==> config.mk <==
export PLATFORM = sky130hd
export DESIGN_NAME = lru_key_value_cache
export DESIGN_NICKNAME = d
export VERILOG_FILES = /design/src/rtl/lkv_pkg.sv /design/src/rtl/lkv_datapath.sv /design/src/rtl/lkv_ctrl.sv /design/src/rtl/lru_key_value_cache.sv
export SDC_FILE = /design/constraint.sdc
export NUM_CORES = 2
export LEC_CHECK = 0
export BUFFER_PORTS_ARGS = -buffer_cell sky130_fd_sc_hd__buf_2
export CAP_MARGIN = 20
export CORE_MARGIN = 5
export CORE_UTILIZATION = 45
export CTS_CLUSTER_DIAMETER = 80
export DETAILED_ROUTE_END_ITERATION = 16
export PLACE_DENSITY = 0.65
export SETUP_SLACK_MARGIN = 0.4
export SYNTH_ARGS = -nofsm -noshare
export SYNTH_HDL_FRONTEND = slang
export SYNTH_HIERARCHICAL = 1
export SYNTH_SLANG_ARGS = --single-unit
export TNS_END_PERCENT = 5
==> constraint.sdc <==
create_clock -name i_clk -period 13.34 [get_ports i_clk]
set_clock_uncertainty 0.15 [all_clocks]
set_input_delay 0 -clock i_clk [delete_from_list [all_inputs] [get_ports i_clk]]
set_output_delay 0 -clock i_clk [all_outputs]
set_load 0.02 [all_outputs]
==> src/rtl/lkv_pkg.sv <==
package lkv_pkg;

    localparam int ENTRIES = 16;
    localparam int IDX_W   = $clog2(ENTRIES);
    localparam int KEY_W   = 32;
    localparam int DATA_W  = 32;
    localparam int CAP_W   = 5;

    localparam logic [CAP_W-1:0] CAP_RESET = CAP_W'(16);

    localparam logic CMD_GET = 1'b0;
    localparam logic CMD_PUT = 1'b1;

    // commands from the controller to the datapath
    typedef struct packed {
        logic load;    // capture the input transaction
        logic look;    // compare keys, pick victim and free slot
        logic commit;  // update entries and load the result register
    } t_ctl_cmd;

endpackage

==> src/rtl/lkv_datapath.sv <==
module lkv_datapath (
    input  logic                              i_clk,
    input  logic                              i_rst_n,
    input  lkv_pkg::t_ctl_cmd                 i_ctl,
    input  logic                              i_cmd,
    input  logic signed [lkv_pkg::KEY_W-1:0]  i_key,
    input  logic signed [lkv_pkg::DATA_W-1:0] i_value,
    input  logic                              i_cfg_we,
    input  logic [lkv_pkg::CAP_W-1:0]         i_cfg_data,
    output logic                              o_found,
    output logic signed [lkv_pkg::DATA_W-1:0] o_data
);
    import lkv_pkg::*;

    // configuration and occupancy
    logic [CAP_W-1:0]  r_capacity;
    logic [CAP_W-1:0]  r_occ;

    // entry storage
    logic [ENTRIES-1:0] r_valid;
    logic [IDX_W-1:0]   r_rank [ENTRIES];
    logic [KEY_W-1:0]   r_key  [ENTRIES];
    logic [DATA_W-1:0]  r_data [ENTRIES];

    // captured transaction
    logic              r_cmd;
    logic [KEY_W-1:0]  r_in_key;
    logic [DATA_W-1:0] r_in_val;

    // lookup stage results
    logic              r_hit;
    logic              r_evict;
    logic [IDX_W-1:0]  r_tgt;
    logic [CAP_W-1:0]  r_limit;

    logic              r_found;
    logic [DATA_W-1:0] r_out;

    logic              n_hit;
    logic              n_evict;
    logic [IDX_W-1:0]  n_tgt;
    logic [CAP_W-1:0]  n_limit;
    logic [CAP_W-1:0]  eff_cap;
    logic [CAP_W-1:0]  occ_m1;

    // effective capacity: zero acts as one, saturate at entry count
    always_comb begin
        if (r_capacity == '0) begin
            eff_cap = CAP_W'(1);
        end else if (r_capacity > CAP_W'(ENTRIES)) begin
            eff_cap = CAP_W'(ENTRIES);
        end else begin
            eff_cap = r_capacity;
        end
    end

    assign occ_m1 = r_occ - CAP_W'(1);

    // parallel key compare, LRU victim (rank occ-1) and first free slot
    always_comb begin
        logic             hit_f;
        logic             vic_f;
        logic             free_f;
        logic [IDX_W-1:0] hit_i;
        logic [IDX_W-1:0] vic_i;
        logic [IDX_W-1:0] free_i;
        hit_f  = 1'b0;
        vic_f  = 1'b0;
        free_f = 1'b0;
        hit_i  = '0;
        vic_i  = '0;
        free_i = '0;
        for (int i = 0; i < ENTRIES; i++) begin
            if (r_valid[i] && r_key[i] == r_in_key && !hit_f) begin
                hit_f = 1'b1;
                hit_i = IDX_W'(i);
            end
            if (r_valid[i] && r_rank[i] == occ_m1[IDX_W-1:0] && !vic_f) begin
                vic_f = 1'b1;
                vic_i = IDX_W'(i);
            end
            if (!r_valid[i] && !free_f) begin
                free_f = 1'b1;
                free_i = IDX_W'(i);
            end
        end
        n_hit   = hit_f;
        n_evict = !hit_f && (r_occ >= eff_cap);
        if (hit_f) begin
            n_tgt   = hit_i;
            n_limit = {1'b0, r_rank[hit_i]};
        end else begin
            n_tgt   = n_evict ? vic_i : free_i;
            n_limit = CAP_W'(ENTRIES);
        end
    end

    // control state: capacity, occupancy, valid bits and ranks
    always_ff @(posedge i_clk) begin
        if (!i_rst_n) begin
            r_capacity <= CAP_RESET;
            r_occ      <= '0;
            r_valid    <= '0;
            for (int i = 0; i < ENTRIES; i++) begin
                r_rank[i] <= '0;
            end
        end else begin
            if (i_cfg_we) begin
                r_capacity <= i_cfg_data;
            end
            if (i_ctl.commit && (r_hit || r_cmd == CMD_PUT)) begin
                // age younger entries, target becomes most recent
                for (int i = 0; i < ENTRIES; i++) begin
                    if (r_valid[i] && IDX_W'(i) != r_tgt
                        && {1'b0, r_rank[i]} < r_limit) begin
                        r_rank[i] <= r_rank[i] + IDX_W'(1);
                    end
                end
                r_rank[r_tgt] <= '0;
                if (!r_hit) begin
                    r_valid[r_tgt] <= 1'b1;
                    if (!r_evict) begin
                        r_occ <= r_occ + CAP_W'(1);
                    end
                end
            end
        end
    end

    // payload: item capture, lookup results, entry data, result register
    always_ff @(posedge i_clk) begin
        if (i_ctl.load) begin
            r_cmd    <= i_cmd;
            r_in_key <= i_key;
            r_in_val <= i_value;
        end
        if (i_ctl.look) begin
            r_hit   <= n_hit;
            r_evict <= n_evict;
            r_tgt   <= n_tgt;
            r_limit <= n_limit;
        end
        if (i_ctl.commit) begin
            r_found <= r_hit;
            if (r_cmd == CMD_PUT) begin
                r_out          <= r_in_val;
                r_data[r_tgt]  <= r_in_val;
                if (!r_hit) begin
                    r_key[r_tgt] <= r_in_key;
                end
            end else if (r_hit) begin
                r_out <= r_data[r_tgt];
            end else begin
                r_out <= '1;
            end
        end
    end

    assign o_found = r_found;
    assign o_data  = r_out;

endmodule

==> src/rtl/lkv_ctrl.sv <==
module lkv_ctrl (
    input  logic              i_clk,
    input  logic              i_rst_n,
    input  logic              i_in_valid,
    input  logic              i_out_stall,
    output logic              o_in_stall,
    output logic              o_out_valid,
    output lkv_pkg::t_ctl_cmd o_ctl
);
    import lkv_pkg::*;

    typedef enum logic [1:0] {
        S_IDLE,
        S_LOOK,
        S_UPD
    } t_state;

    t_state r_state;
    logic   r_out_valid;
    logic   out_free;

    // result register can take a new result this cycle
    assign out_free = !r_out_valid || !i_out_stall;

    always_comb begin
        o_ctl.load   = (r_state == S_IDLE) && i_in_valid;
        o_ctl.look   = (r_state == S_LOOK);
        o_ctl.commit = (r_state == S_UPD) && out_free;
    end

    // sequencer and result valid flag
    always_ff @(posedge i_clk) begin
        if (!i_rst_n) begin
            r_state     <= S_IDLE;
            r_out_valid <= 1'b0;
        end else begin
            if (o_ctl.commit) begin
                r_out_valid <= 1'b1;
            end else if (!i_out_stall) begin
                r_out_valid <= 1'b0;
            end
            case (r_state)
                S_IDLE: begin
                    if (i_in_valid) begin
                        r_state <= S_LOOK;
                    end
                end
                S_LOOK: begin
                    r_state <= S_UPD;
                end
                S_UPD: begin
                    if (out_free) begin
                        r_state <= S_IDLE;
                    end
                end
                default: begin
                    r_state <= S_IDLE;
                end
            endcase
        end
    end

    assign o_in_stall  = (r_state != S_IDLE);
    assign o_out_valid = r_out_valid;

endmodule

==> src/rtl/lru_key_value_cache.sv <==
// Fully associative key-value cache with 16 entries and least-recently-used
// replacement. Each transaction is a get (cmd 0) or put (cmd 1) and yields one
// result: found tells whether the key was present beforehand, data is the
// stored value on a get hit, all ones on a get miss, and the put value echoed
// on a put. A transaction is captured, then runs the parallel key compare and
// victim/free-slot search, then updates the entries and loads the result
// register, waiting while the output is stalled; the next transaction is
// taken in the cycle after that. Capacity (reset 16) is to be written through
// the config channel only while the cache is idle; the cache does not enforce
// this. Zero acts as one, above 16 as 16. The cache starts empty after reset.
module lru_key_value_cache (
    input  logic                              i_clk,
    input  logic                              i_rst_n,
    input  logic                              i_in_valid,
    output logic                              o_in_stall,
    input  logic                              i_cmd,
    input  logic signed [lkv_pkg::KEY_W-1:0]  i_key,
    input  logic signed [lkv_pkg::DATA_W-1:0] i_value,
    output logic                              o_out_valid,
    input  logic                              i_out_stall,
    output logic                              o_found,
    output logic signed [lkv_pkg::DATA_W-1:0] o_data,
    input  logic                              i_cfg_valid,
    output logic                              o_cfg_ready,
    input  logic [lkv_pkg::CAP_W-1:0]         i_cfg_data
);
    import lkv_pkg::*;

    t_ctl_cmd ctl;

    assign o_cfg_ready = 1'b1;

    lkv_ctrl u_ctrl (
        .i_clk       (i_clk),
        .i_rst_n     (i_rst_n),
        .i_in_valid  (i_in_valid),
        .i_out_stall (i_out_stall),
        .o_in_stall  (o_in_stall),
        .o_out_valid (o_out_valid),
        .o_ctl       (ctl)
    );

    lkv_datapath u_datapath (
        .i_clk      (i_clk),
        .i_rst_n    (i_rst_n),
        .i_ctl      (ctl),
        .i_cmd      (i_cmd),
        .i_key      (i_key),
        .i_value    (i_value),
        .i_cfg_we   (i_cfg_valid && o_cfg_ready),
        .i_cfg_data (i_cfg_data),
        .o_found    (o_found),
        .o_data     (o_data)
    );

endmodule
==> flow_summary.yaml <==
power_and_ir_drop:
  power.net_switching_mw: 1.79
  p_seq_share_pct: 53.0
  power.internal_mw: 6.32
  combPwrFrac_pct: 5.5
  switching_share_pct: 22.1
  power_density_nw_per_um2: 136
  peakVddDrop_uv: 114
  clkPwrFrac_pct: 41.5
  p_leak_nw: 20.3
route:
  wl_mm: 121
  wire_per_inst_um: 24.1
  avgViaCountPerCell: 5.47
  drtPass1Iterations: 5
  first_iter_violations: 2281
  drc_errors: 0
  antenna_left: 0
  num_vias: 27474
flow_run:
  cap_violations: 0
placement:
  postPlaceCellArea_sq_um: 54200
  place_congestion: 0.836
  portBuffers: 109
  dpl.hpwl_mm: 65.5
floorplanning:
  core_sq_um: 115000
  io_pins: 111
  die_x_um: 350
  die_height_um: 350
  initial_utilization_pct: 45.3
  die-area_sq_um: 122000
  row_count: 124
clock_network:
  cts-htree-levels: 4
  cts_resized: 0
  clock_latency_ns: 0.73
  hold_buffers: 156
  root_buffer: "clkbuf_16"
  path_clk_slew_ns: 0.06
  cts_buffer_depth: 3
  cts_tree: "built"
  clkSinkCount: 1230
  postCtsSetupBuffers: 0
  cts_inserted_buffers: 130
layout:
  syn_to_final_growth_pct: 15.2
  fin_area_sq_um: 59700
  finalNetCount: 3558
  drive_above_1_share_pct: 16.9
sta:
  setup_viol: 0
  relSlewSlack_pct: 22.8
  final.setup.tns_ns: 0
  period_share_pct: 35.9
  hold_ws_ns: 0.127
  finalHoldViolCount: 0
  finalCriticalPeriod_ns: 4.78
  rsz0062_at_grt: "false"
  tightest_slew_ns: 1.16
  clock.fmax_mhz: 209
  drv_slew: 0
synth:
  syn_nets: 3214
  syn_area_per_cell_sq_um: 16.9
  yosysSeqAreaShare_pct: 69.3
  synthArstFlopShare_pct: 0
  synth_cells: 3068
  synth_most_common_cell: "edfxtp_1"
  yosysWarnings: 6
  synth_seq_cells: 1230
  synth_area_leaders: "edfxtp_1, xor2_1, mux4_2"
  synth.distinct_cells: 72
  synth_edf_count: 1133
  synth_ff_type: "edfxtp_1"
  synthTopCellsByCount: "edfxtp_1, xor2_1, nor2_1"
  yosys.area.top_type_share_pct: 65.6
  synth_area_sq_um: 51900
  yosysTopAreaCell: "edfxtp_1"
grt:
  grt_first_pass_wirelength_mm: 182
  grt_pass1_vias: 28523
  track_usage_pct: 20.0
  grt_max_degree: 66
  grt_overflow: 0
  antenna_found_initial: 1
worst_setup_path:
  start_kind: "flip-flop"
  crit_chain: "buf_4, xor2_1, nor4_1, nand4_1, or3_1, nand2b_1, a21boi_0, o21ai_2, o211ai_4, buf_4, mux2i_1, mux2i_1, a2111oi_2, a21oi_1"
  critical_path.max_fanout: 33
  setup.worst_path.end_class: "flip-flop"
  crit_required_ns: 13.66
  critPathKind: "flip-flop to flip-flop"
  cp_slowest_cell: "edfxtp_1"
  worstPathArrival_ns: 5.11
  critPathMaxStageDelay_ns: 0.89
  rrSetupSlack_ns: 8.56
run_status:
  status: "finished clean"
min_path:
  min_path_type: "input port to flip-flop"
[worst max-delay path: cells and delay by family (launching register included)]
kind	cells	cell delay, ns
buf+inv	2	0.86
simple gates	4	1.05
flops	1	0.89
compound gates	5	1.03
mux	2	0.40
xor+xnor	1	0.11
[worst paths after layout]
check,startpoint,to,cells after the start
setup / recovery,u_datapath/r_in_key[2]$_DFFE_PP_,u_datapath/r_limit[3]$_SDFFCE_PP0P_,14
hold / removal,i_in_valid,u_datapath/r_in_val[29]$_DFFE_PP_,3
setup reg to reg,u_datapath/r_in_key[2]$_DFFE_PP_,u_datapath/r_limit[3]$_SDFFCE_PP0P_,14
hold reg to reg,u_datapath/r_in_key[4]$_DFFE_PP_,u_datapath/r_key[4][4]$_DFFE_PP_,0
[cells in the final DEF (no fill, tap or decap), drive strengths merged, types with 7 or more instances in the layout]
cell type | Yosys | final
and2 | 7 | 7
or3 | 13 | 13
dfxtp | 97 | 97
nand4 | 60 | 60
nand2 | 64 | 64
nand2b | 22 | 22
mux2i | 44 | 44
nor2b | 12 | 12
clkinv | 0 | 60
clkbuf | 46 | 160
dlygate4sd3 | 0 | 156
nor3 | 30 | 30
mux4 | 160 | 160
nor2 | 166 | 166
inv | 47 | 54
nand3 | 47 | 47
mux2 | 14 | 14
nor4 | 104 | 104
buf | 86 | 188
a21o | 33 | 33
xnor2 | 129 | 129
xor2 | 501 | 501
a21oi | 62 | 62
o21a | 20 | 20
ha | 71 | 71
o21ai | 37 | 37
edfxtp | 1133 | 1133
o2111a | 16 | 16
[power groups by stage]
stage          logic [mW]  registers [mW]  clock network (mW)
3_5_place_dp        0.408            4.38                   0
5_1_grt             0.479            4.31                3.61
2_1_floorplan       0.292            4.37                   0
4_1_cts             0.446            4.30                3.44
6_report            0.443            4.30                3.37
3_3_place_gp        0.404            4.38                   0
[sequential cells by signal, summed over array words and instances, names as in the netlist, named ones only]
signal and flops:
u_datapath/r_occ 5, u_datapath/r_hit 1, u_datapath/r_in_val 32, u_datapath/r_data 512, u_ctrl/o_out_valid 1, u_datapath/r_rank 64, u_datapath/o_data 32, u_datapath/r_limit 5
u_ctrl/r_state 2, u_datapath/r_tgt 4, u_datapath/r_in_key 32, u_datapath/r_cmd 1, u_datapath/r_valid 16, u_datapath/o_found 1, u_datapath/r_evict 1, u_datapath/r_key 512
u_datapath/r_capacity 5
[cell type report]
type	instances	area [sq um]
antenna	1	2.50
clock buffer	160	3410
clock inverter	71	549
fill	9190	54800
inverter	47	176
multi-input combinational	1659	15000
sequential	1230	36000
tap	1512	1890
timing repair buffer	344	2740
[per-stage QoR]
stage	util [%]	instances	power (mW)	setup slack, ns
final	52.2	5024	8.11	8.56
after global routing	52.2	5023	8.40	8.34
after CTS	52.1	5021	8.18	8.60
after detailed placement	47.3	4634	4.79	8.59
after global placement	47.3	4633	4.79	8.70
after floorplan	-	3068	4.66	7.84
[per-layer routing]
layer / vias up / GRT usage, % / routed length (um)
met5: - / 0 / 0
met2: 913 / 33.1 / 58800
met3: 224 / 3.50 / 7420
met4: 0 / 6.42 / 3380
li1: 12342 / - / -
met1: 13995 / 27.1 / 51600
[kinds of logic after synthesis]
logic type	synth area share, %
flip-flops	69.3
XOR/XNOR	10.7
AND/OR/NAND/NOR	5.30
multiplexers	8.10
AO/OA/AOI/OAI	2.73
buffers and inverters	2.18
adder cells (fa/ha/maj)	1.71
other	0.00723
(Power assumes the default switching activity.)
